## src/sv/combined_lcg_random_generator_unit_assert.svh

```systemverilog
// Assertion macros for the combined LCG random generator unit.
`ifndef COMBINED_LCG_RANDOM_GENERATOR_UNIT_ASSERT_SVH
`define COMBINED_LCG_RANDOM_GENERATOR_UNIT_ASSERT_SVH

// Same-cycle implication, sampled on clk, off during reset.
`define CLRG_ASSERT_NOW(name, ante, cons) \
  name: assert property (@(posedge clk) disable iff (rst) (ante) |-> (cons)) \
    else $error("clrg check failed");

// Next-cycle implication, sampled on clk, off during reset.
`define CLRG_ASSERT_NEXT(name, ante, cons) \
  name: assert property (@(posedge clk) disable iff (rst) (ante) |=> (cons)) \
    else $error("clrg check failed");

`endif

```

## src/sv/clrg_pkg.sv

```systemverilog
// Package: constants, codes and sequencer states of the combined LCG generator.
package clrg_pkg;

  localparam int unsigned LANES = 3;

  localparam logic [7:0]  MUL_X = 8'd171;
  localparam logic [7:0]  MUL_Y = 8'd172;
  localparam logic [7:0]  MUL_Z = 8'd170;
  localparam logic [14:0] MOD_X = 15'd30269;
  localparam logic [14:0] MOD_Y = 15'd30307;
  localparam logic [14:0] MOD_Z = 15'd30323;

  localparam logic [14:0] RST_X = 15'd18721;
  localparam logic [15:0] RST_Y = 16'd37264;
  localparam logic [14:0] RST_Z = 15'd28737;

  // Reciprocals: floor(mul * 2^16 / mod) for an advance, floor(2^32 / mod) for a digit.
  localparam int unsigned RCP_SHIFT = 16;
  localparam logic [17:0] RCP_MUL_X = 18'((64'd171 << RCP_SHIFT) / 64'd30269);
  localparam logic [17:0] RCP_MUL_Y = 18'((64'd172 << RCP_SHIFT) / 64'd30307);
  localparam logic [17:0] RCP_MUL_Z = 18'((64'd170 << RCP_SHIFT) / 64'd30323);
  localparam logic [17:0] RCP_DIG_X = 18'((64'd1 << 32) / 64'd30269);
  localparam logic [17:0] RCP_DIG_Y = 18'((64'd1 << 32) / 64'd30307);
  localparam logic [17:0] RCP_DIG_Z = 18'((64'd1 << 32) / 64'd30323);

  localparam logic [7:0]  LANE_MUL     [LANES] = '{MUL_X, MUL_Y, MUL_Z};
  localparam logic [14:0] LANE_MOD     [LANES] = '{MOD_X, MOD_Y, MOD_Z};
  localparam logic [17:0] LANE_RCP_MUL [LANES] = '{RCP_MUL_X, RCP_MUL_Y, RCP_MUL_Z};
  localparam logic [17:0] LANE_RCP_DIG [LANES] = '{RCP_DIG_X, RCP_DIG_Y, RCP_DIG_Z};

  // Gaussian scaling: floor(S * 3 * 2^16 / 90899) - 6 * 2^16.
  localparam int unsigned G_SHIFT = 19;
  localparam logic [16:0] G_DEN   = 17'd90899;
  localparam logic [20:0] G_RCP   = 21'((64'd196608 << G_SHIFT) / 64'd90899);
  localparam logic [19:0] G_OFS   = 20'd393216;

  typedef enum logic [1:0] {
    FN_UNIFORM,
    FN_INTEGER,
    FN_GAUSS,
    FN_LOAD
  } func_t;

  typedef enum logic [3:0] {
    ST_IDLE,
    ST_ADV_MUL,
    ST_ADV_RED,
    ST_HI_MUL,
    ST_HI_RED,
    ST_LO_MUL,
    ST_LO_RED,
    ST_G_SUM,
    ST_G_MUL,
    ST_G_RED,
    ST_FIN
  } seq_state_t;

endpackage

```

## src/sv/combined_lcg_random_generator_unit.sv

```systemverilog
// Wichmann-Hill combined generator: three MCG streams, uniform, integer, gaussian, load.
//
// One command is taken at a time; cmd_stall stays high until its result sits in the
// output register. Every advance and every 16-bit quotient digit runs through one
// shared three-lane multiply-and-reduce unit (reciprocal estimate, then remainder with
// one correction). A load only sets the streams; integer takes one advance, uniform one
// advance plus two digits per stream, gaussian four chained advances, a final sum and a
// scaling.
module combined_lcg_random_generator_unit
  import clrg_pkg::*;
(
  input  logic               clk,
  input  logic               rst,
  input  logic               cmd_valid,
  output logic               cmd_stall,
  input  logic [1:0]         func,
  input  logic [14:0]        load_x,
  input  logic [14:0]        load_y,
  input  logic [14:0]        load_z,
  output logic               res_valid,
  input  logic               res_stall,
  output logic [31:0]        uniform_fraction,
  output logic [14:0]        integer_value,
  output logic signed [19:0] gauss_value,
  output logic [14:0]        state_x,
  output logic [14:0]        state_y,
  output logic [14:0]        state_z
);

  seq_state_t  state, state_next;
  func_t       op;
  logic [1:0]  adv_cnt;
  logic [14:0] stream_x;
  logic [15:0] stream_y;
  logic [14:0] stream_z;

  logic [15:0] opnd [LANES];
  logic [31:0] prod [LANES];
  logic [15:0] quot [LANES];
  logic [15:0] hi   [LANES];
  logic [15:0] lo   [LANES];

  logic [18:0] gsum;
  logic [36:0] gprod;
  logic [19:0] gest;
  logic [19:0] gres;

  logic        cmd_take;
  logic        fin_go;
  logic        digit;

  logic [17:0] rcp_sel  [LANES];
  logic [33:0] est_full [LANES];
  logic [31:0] p_next   [LANES];
  logic [15:0] q_next   [LANES];
  logic [30:0] red_qm   [LANES];
  logic [31:0] red_diff [LANES];
  logic        red_fix  [LANES];
  logic [15:0] red_rem  [LANES];
  logic [15:0] red_quot [LANES];

  logic [18:0] lane_sum;
  logic [39:0] g_est_full;
  logic [36:0] g_qm;
  logic [36:0] g_diff;
  logic [19:0] g_quot;
  logic [31:0] usum;

  logic        streams_ok;
  logic        digits_ok;
  logic        gauss_ok;

  // Sequencer
  always_ff @(posedge clk) begin
    if (rst) begin
      state <= ST_IDLE;
    end else begin
      state <= state_next;
    end
  end

  always_comb begin
    state_next = state;
    cmd_stall  = (state != ST_IDLE);
    cmd_take   = 1'b0;
    fin_go     = 1'b0;
    digit      = 1'b0;
    case (state)
      ST_IDLE: begin
        if (cmd_valid) begin
          cmd_take   = 1'b1;
          state_next = (func_t'(func) == FN_LOAD) ? ST_FIN : ST_ADV_MUL;
        end
      end
      ST_ADV_MUL: state_next = ST_ADV_RED;
      ST_ADV_RED: begin
        case (op)
          FN_UNIFORM: state_next = ST_HI_MUL;
          FN_GAUSS:   state_next = (adv_cnt == 2'd3) ? ST_G_SUM : ST_ADV_MUL;
          default:    state_next = ST_FIN;
        endcase
      end
      ST_HI_MUL: begin
        digit      = 1'b1;
        state_next = ST_HI_RED;
      end
      ST_HI_RED: state_next = ST_LO_MUL;
      ST_LO_MUL: begin
        digit      = 1'b1;
        state_next = ST_LO_RED;
      end
      ST_LO_RED: state_next = ST_FIN;
      ST_G_SUM:  state_next = ST_G_MUL;
      ST_G_MUL:  state_next = ST_G_RED;
      ST_G_RED:  state_next = ST_FIN;
      ST_FIN: begin
        if (!res_valid || !res_stall) begin
          fin_go     = 1'b1;
          state_next = ST_IDLE;
        end
      end
      default: state_next = ST_IDLE;
    endcase
  end

  // Shared multiply-and-reduce unit, one lane per stream
  always_comb begin
    for (int i = 0; i < LANES; i++) begin
      rcp_sel[i]  = digit ? LANE_RCP_DIG[i] : LANE_RCP_MUL[i];
      est_full[i] = opnd[i] * rcp_sel[i];
      q_next[i]   = est_full[i][RCP_SHIFT +: 16];
      p_next[i]   = digit ? {opnd[i], 16'b0} : 32'(opnd[i] * LANE_MUL[i]);
      red_qm[i]   = quot[i] * LANE_MOD[i];
      red_diff[i] = prod[i] - {1'b0, red_qm[i]};
      red_fix[i]  = (red_diff[i] >= {17'b0, LANE_MOD[i]});
      red_rem[i]  = red_fix[i] ? 16'(red_diff[i] - {17'b0, LANE_MOD[i]}) : red_diff[i][15:0];
      red_quot[i] = quot[i] + {15'b0, red_fix[i]};
    end
  end

  assign lane_sum = {3'b0, opnd[0]} + {3'b0, opnd[1]} + {3'b0, opnd[2]};

  // Gaussian scaling
  assign g_est_full = gsum * G_RCP;
  assign g_qm       = gest * G_DEN;
  assign g_diff     = gprod - g_qm;
  assign g_quot     = gest + {19'b0, (g_diff >= {20'b0, G_DEN})};

  assign usum = {hi[0], lo[0]} + {hi[1], lo[1]} + {hi[2], lo[2]};

  // Control state
  always_ff @(posedge clk) begin
    if (rst) begin
      stream_x  <= RST_X;
      stream_y  <= RST_Y;
      stream_z  <= RST_Z;
      adv_cnt   <= '0;
      res_valid <= 1'b0;
    end else begin
      if (cmd_take) begin
        adv_cnt <= '0;
        if (func_t'(func) == FN_LOAD) begin
          stream_x <= load_x;
          stream_y <= {1'b0, load_y};
          stream_z <= load_z;
        end
      end
      if (state == ST_ADV_RED) begin
        stream_x <= red_rem[0][14:0];
        stream_y <= red_rem[1];
        stream_z <= red_rem[2][14:0];
        adv_cnt  <= adv_cnt + 2'd1;
      end
      if (fin_go) begin
        res_valid <= 1'b1;
      end else if (!res_stall) begin
        res_valid <= 1'b0;
      end
    end
  end

  // Datapath
  always_ff @(posedge clk) begin
    if (cmd_take) begin
      op      <= func_t'(func);
      opnd[0] <= {1'b0, stream_x};
      opnd[1] <= stream_y;
      opnd[2] <= {1'b0, stream_z};
      gsum    <= '0;
    end
    case (state)
      ST_ADV_MUL, ST_HI_MUL, ST_LO_MUL: begin
        for (int i = 0; i < LANES; i++) begin
          prod[i] <= p_next[i];
          quot[i] <= q_next[i];
        end
        if (state == ST_ADV_MUL && op == FN_GAUSS && adv_cnt != 2'd0) begin
          gsum <= gsum + lane_sum;
        end
      end
      ST_ADV_RED: begin
        for (int i = 0; i < LANES; i++) begin
          opnd[i] <= red_rem[i];
        end
      end
      ST_HI_RED: begin
        for (int i = 0; i < LANES; i++) begin
          opnd[i] <= red_rem[i];
          hi[i]   <= red_quot[i];
        end
      end
      ST_LO_RED: begin
        for (int i = 0; i < LANES; i++) begin
          lo[i] <= red_quot[i];
        end
      end
      ST_G_SUM: gsum <= gsum + lane_sum;
      ST_G_MUL: begin
        gprod <= {(21'(gsum) + {gsum, 1'b0}), 16'b0};
        gest  <= g_est_full[G_SHIFT +: 20];
      end
      ST_G_RED: gres <= g_quot - G_OFS;
      default: ;
    endcase
    if (fin_go) begin
      uniform_fraction <= (op == FN_UNIFORM) ? usum : '0;
      integer_value    <= (op == FN_INTEGER) ? stream_z : '0;
      gauss_value      <= (op == FN_GAUSS) ? signed'(gres) : '0;
      state_x          <= stream_x;
      state_y          <= stream_y[14:0];
      state_z          <= stream_z;
    end
  end

  assign streams_ok = (stream_x < MOD_X) && (stream_y < {1'b0, MOD_Y}) &&
                      (stream_z < MOD_Z);
  assign digits_ok  = (red_rem[0] < {1'b0, MOD_X}) && (red_rem[1] < {1'b0, MOD_Y}) &&
                      (red_rem[2] < {1'b0, MOD_Z});
  assign gauss_ok   = (gauss_value >= -20'sd393216) && (gauss_value <= 20'sd393215);

  `include "combined_lcg_random_generator_unit_assert.svh"

  `CLRG_ASSERT_NEXT(a_busy_after_transfer, cmd_valid && !cmd_stall, cmd_stall)
  `CLRG_ASSERT_NEXT(a_stream_reduced, state == ST_ADV_RED, streams_ok)
  `CLRG_ASSERT_NOW(a_digit_rem, state == ST_HI_RED || state == ST_LO_RED, digits_ok)
  `CLRG_ASSERT_NEXT(a_result_loaded, fin_go, res_valid && !cmd_stall)
  `CLRG_ASSERT_NOW(a_gauss_range, res_valid, gauss_ok)

endmodule

```

## config.mk

```make
export PLATFORM = sky130hd
export DESIGN_NAME = combined_lcg_random_generator_unit
export DESIGN_NICKNAME = d
export VERILOG_FILES = /design/src/sv/clrg_pkg.sv /design/src/sv/combined_lcg_random_generator_unit.sv
export VERILOG_INCLUDE_DIRS = /design/src /design/src/sv
export SDC_FILE = /design/constraint.sdc
export NUM_CORES = 2
export LEC_CHECK = 0
export ABC_AREA = 1
export BUFFER_PORTS_ARGS = -buffer_cell sky130_fd_sc_hd__buf_4
export CAP_MARGIN = 25
export CORE_MARGIN = 2
export CORE_UTILIZATION = 61
export DETAILED_ROUTE_END_ITERATION = 8
export GPL_TIMING_DRIVEN = 0
export PLACE_DENSITY = 0.78
export SKIP_LAST_GASP = 1
export SLEW_MARGIN = 20
export SYNTH_ARGS = -nofsm -noshare
export SYNTH_HDL_FRONTEND = slang
export SYNTH_SLANG_ARGS = --single-unit
```

## constraint.sdc

```tcl
create_clock -name clk -period 9.7 [get_ports clk]
set_input_delay 1.455 -clock clk [delete_from_list [all_inputs] [get_ports clk]]
set_output_delay 1.455 -clock clk [all_outputs]
set_load 0.02 [all_outputs]
```

== Word-level counts from Yosys, hierarchy flattened ==
Memory sizes are Yosys's and may differ from the RTL's.
Cells that the tools add are included.
Storage, ports and cells
  input port bits: 51
  output and inout port bits: 114
  word-level logic and storage cells: 147
  memories: 5
  RAM bits: 288
  register bits after elaboration: 247
Memory list
  prod: depth 3, width 32, read ports 3, clocked after Yosys merged registers in 0, write ports 3, line combined_lcg_random_generator_unit.sv:38  | logic [31:0] prod [LANES];
  hi: depth 3, width 16, read ports 3, clocked after Yosys merged registers in 0, write ports 3, line combined_lcg_random_generator_unit.sv:40  | logic [15:0] hi [LANES];
  lo: depth 3, width 16, read ports 3, clocked after Yosys merged registers in 0, write ports 3, line combined_lcg_random_generator_unit.sv:41  | logic [15:0] lo [LANES];
  opnd: depth 3, width 16, read ports 3, clocked after Yosys merged registers in 0, write ports 3, line combined_lcg_random_generator_unit.sv:37  | logic [15:0] opnd [LANES];
  quot: depth 3, width 16, read ports 3, clocked after Yosys merged registers in 0, write ports 3, line combined_lcg_random_generator_unit.sv:39  | logic [15:0] quot [LANES];
Cells by class
  equal/unequal tests: 17
  add/sub/neg operators: 19
  order comparisons: 4
  multiplexer cells: 52
  reductions and logical operators: 16
  multipliers: 11
  bitwise logic cells: 6
Operators with widths (count)
  $mux W16: 12
  $ge A32 B15 Y1 const B: 3
  $mul A16 B18 Y32: 3
  $mux W32: 3
  $sub A32 B31 Y32: 3
  $mul A16 B15 Y31 const B: 3
  $mux W15: 6
  $add A32 B32 Y32: 2
  $mux W18: 3
  $add A16 B1 Y16: 3
  $sub A16 B15 Y16 const B: 3
  $pmux W4 S10: 1
  $mul A19 B21 Y39 const B: 1
  $mux W19: 2
  $pmux W19 S2: 1
  $ge A37 B17 Y1 const B: 1
  $mul A20 B17 Y37 const B: 1
  $sub A37 B37 Y37: 1
  $mul A16 B8 Y24 const B: 1
  $mul A16 B7 Y23 const B: 1
  $mul A16 B6 Y22 const B: 1
  $add A19 B20 Y21: 1
  $add A20 B1 Y20: 1
  $sub A20 B19 Y20 const B: 1
  28 further kinds: 67

== Depth between registers and ports, before layout ==
An unclocked memory read counts as a cell.
  depth after elaboration: 7
  mapped depth: 39

== Least setup slack after synthesis ==
OpenSTA, ideal clock, no wires.
  path kind: register to register
  start point: memory quot[2][2], in the netlist quot[0][34]
  end point: memory hi[2][14], in the netlist hi[0][46] (data pin)
  path slack: 2.766 ns
  data required time: 9.435 ns
  clock period less this slack: 6.934 ns
  arrival time: 6.669 ns
  stages on the path, launching flop included: 36
  setup time: 0.265 ns
  buffers on the path: 1
  cell sequence: edfxtp_1 > inv_1 > fa_1 > inv_1 > fa_1 > inv_1 > fa_1 > inv_1 > fa_1 > fa_1 > inv_1 > fa_1 > ha_1 > nand2_1 > inv_1 > nand2_1 > nand2_1 > inv_1 > nand2_1 > inv_1 > nand2_1 > nand2_1 > nand2_1 > or2_2 > nand4_1 > nor2_2 > nand2_2 > buf_6 > ha_1 > ha_1 > nand2_1 > nor3_1 > nand2_1 > nor2_1 > nand2_1 > xor2_1
RTL lines (line)
  start, declared: combined_lcg_random_generator_unit.sv:39
  end, declared: combined_lcg_random_generator_unit.sv:40

==> summary.md <==
| Metric | Value |
|---|---|
| Status | `completed` |
| Final-stage net count | `approximately 12,000` |
| Data arrival time of the critical path | `9.70 ns` |
| Clock latency on the worst-skew pair | `roughly 0.7 ns` |
| First-pass GRT wire length | `378,000 um` |
| Post-CTS Hold Buffers | `0` |
| Setup Viol. Count Final | `0` |
| Setup bufs post-CTS | `0` |
| Via density | `5.53` |
| Worst Max-Slew Pin Slew | `1.15 ns` |
| Core Area | `0.135 mm^2` |
| H-tree Lvls | `3` |
| Final Util | `0.660` |
| Fmax | `~110 MHz` |
| Synth Area in Simple Gates | `0.132` |
| Final hold slack | `around 0.42 ns` |
| Slowest stage delay, CP | `~0.77 ns` |
| FF-to-FF Start | `state[2]$_SDFFE_PP0P_` |
| Largest family of logic cells by synthesized area | `adder cells` |
| Min-Delay Path Class | `register to register` |
| Die area | `around 0.14 mm^2` |
| Syn Area/Cell | `8.64 um^2` |
| Cell Area, Synth | `between 0.08 and 0.09 mm^2` |
| FF-to-FF path depth | `28` |
| Worst rel slew slack | `0.233` |
| Overflow after GRT | `0` |
| Via count | `~65,000` |
| RR Endpoint | `quot[0][28]$_DFFE_PP_` |
| Total Wirelength | `approximately 240,000 um` |
| Clock tree sinks | `between 500 and 600` |
| Mapped Cells | `just under 10,000` |
| Ports | `165` |
| Part of the Yosys area used for sequential elements | `0.184` |
| Port bufs | `~160` |
| Wire per inst | `~21 um` |
| Die height | `around 370 um` |
| Design area | `0.0893 mm^2` |
| Final Wtd Congestion | `1.05` |
| Clock skew | `approximately 0.051 ns` |
| Synth Register Bits | `about 530` |
| First-pass iteration count of the detailed router | `9` |
| Flop2flop setup slack | `approximately 0.42 ns` |
| Area growth syn-to-layout | `7.46%` |
| GRT Overall Usage | `0.357` |
| Synth Area in XOR/XNOR | `0.0265` |
| Row cnt | `roughly 140` |
| Die width | `about 370 um` |
| Vias in the first global route | `66,400` |
| Commonest non-fill, non-tap cell in the layout | `inv_1` |
| Critical path startpoint category | `register` |
| Initial antenna violation count | `24` |
| Synth Area in Adders | `0.470` |
| Fillers | `11,200` |
| CP required | `between 10 and 15 ns` |
| Mux contribution to synthesized area | `0.000241` |
| Synth cell types | `59` |
| Most numerous cell on the critical path | `fa_1` |
| Worst setup path startpoint | `state[2]$_SDFFE_PP0P_` |
| Initial Util | `0.614` |
| Clock Path Buffers | `3` |
| Residual DRC | `0` |
| EDFF count, synth | `460` |
| Post-synthesis compound-gate area fraction | `0.0639` |
| Clock transition at path regs | `0.06 ns` |
| Slowest CP cell | `buf_1` |
| Gates resized, CTS repair | `0` |
| Primary flip-flop cell chosen by synthesis mapping | `edfxtp_1` |
| Max-Cap Viols | `0` |
| ANT nets after route | `0` |
| Placed Area | `between 0.08 and 0.09 mm^2` |
| Yosys warning total | `0` |
| Layout cells sized above 1 | `0.0394` |
| RSZ-0062 raised after global routing | `no` |
| Crit-path max FO | `10` |
| Worst setup path class | `register to register` |
| Final Slew Violations | `0` |
| Starting DRT DRC Count | `6,070` |
| Crit end category | `register` |
| Minimum clock period | `a little over 9 ns` |
| Commonest non-fill, non-tap cells in the layout | `inv_1 (2,629), nand2_1 (1,462), ha_1 (1,424)` |
| Count of final hold-check violations | `0` |
| Largest net degree at the start of global routing | `about 50` |
| Async S/R FF share, synth | `0` |
| Crit path to | `quot[0][28]$_DFFE_PP_` |
| CTS tree | `done` |
| Placed wire-length estimate | `between 200,000 and 250,000 um` |
| TritonCTS Buffers | `66` |
| Final worst-path cycle share | `0.957` |
| Buffer type at the clock tree root | `clkbuf_16` |
| Worst Min Path Start | `stream_z[13]$_SDFFE_PP1P_` |
## worst max-delay path, delay by kind of cell (launching register included)
kind / cells / cell delay [ns]
compound gates: 6 / 1.43
xor+xnor: 1 / 0.11
fa+ha+maj: 7 / 3.42
buf+inv: 7 / 2.52
flops: 1 / 0.40
simple gates: 7 / 1.09
## state kept, by name, summed over array words and instances, names as in the netlist, 21 cells and up
register and flops:
uniform_fraction 32, quot 48, hi 48, opnd 48, lo 48, prod 93
gprod 21
## through the flow
step | TNS (ns) | std cells | setup WS, ns
after floorplan | 0 | 9642 | 2.77
after global placement | -15.35 | 11600 | -0.196
after detailed placement | 0 | 11600 | 0.743
after CTS | 0 | 11700 | 0.604
after global routing | 0 | 11700 | 0.238
final | 0 | 11700 | 0.415
## area by class of cell
class                           instances  area, um^2  share of cell area
Tap cell                             1781        2230              0.0250
Sequential cell                       532       15300               0.171
Multi-Input combinational cell       6387       57800               0.647
Antenna cell                           15        37.5            0.000420
Buffer                                 90         393             0.00440
Inverter                             2633        9880               0.111
Clock inverter                         38         460             0.00516
Timing Repair Buffer                  180        1500              0.0168
Clock buffer                           81        1740              0.0195
## cells in the mapped netlist, drive strengths merged, types with 4 or more instances
library cell / n / area (um^2)
dfxtp: 72 / 1440
a21o: 17 / 128
nor3b: 5 / 37.5
nand2: 1485 / 5630
clkbuf: 56 / 210
xnor2: 61 / 534
o32ai: 5 / 43.8
o21bai: 19 / 143
nand3b: 18 / 135
a21boi: 21 / 158
nor4: 13 / 81.3
o211ai: 13 / 97.6
a31o: 4 / 35.0
nand3: 298 / 1530
xor2: 190 / 1670
ha: 1424 / 17800
and3: 5 / 31.3
fa: 1062 / 21300
nand4: 76 / 475
nor3: 59 / 305
edfxtp: 460 / 13800
a21oi: 467 / 2340
or2: 16 / 100
o31ai: 14 / 105
a31oi: 30 / 188
nor2: 674 / 2570
o21a: 35 / 263
o21ai: 314 / 1580
a221oi: 5 / 43.8
buf: 34 / 178
a211oi: 11 / 82.6
inv: 2633 / 9880
and2: 7 / 43.8
## worst min-delay path by stage
| stage | endpoint | depth (start not counted) |
|---|---|---|
| after floorplan | state_x[10]$_DFFE_PP_ | 0 |
| after global placement | state_z[8]$_DFFE_PP_ | 0 |
| after detailed placement | state_x[12]$_DFFE_PP_ | 0 |
| after CTS | state_z[13]$_DFFE_PP_ | 0 |
| after global routing | state_z[13]$_DFFE_PP_ | 0 |
| final | state_z[13]$_DFFE_PP_ | 0 |
## cells by family (layout without fill, tap and decap cells)
logic type	after synthesis	in the layout
compound gates	966	966
buf+inv	2723	3022
mux	2	2
flops	532	532
xor+xnor	251	251
simple gates	2657	2657
fa+ha+maj	2486	2486
other cells	2	40
## layer usage
metal	track usage	up-vias	share of wire
met1	0.462	31400	0.40
met2	0.562	2630	0.44
met5	0	-	0.00042
met3	0.0883	588	0.099
met4	0.175	16	0.058
li1	-	30300	-
Power is not shown: default switching activity piles up to over one toggle a cycle in this logic, so the estimate is an artifact.
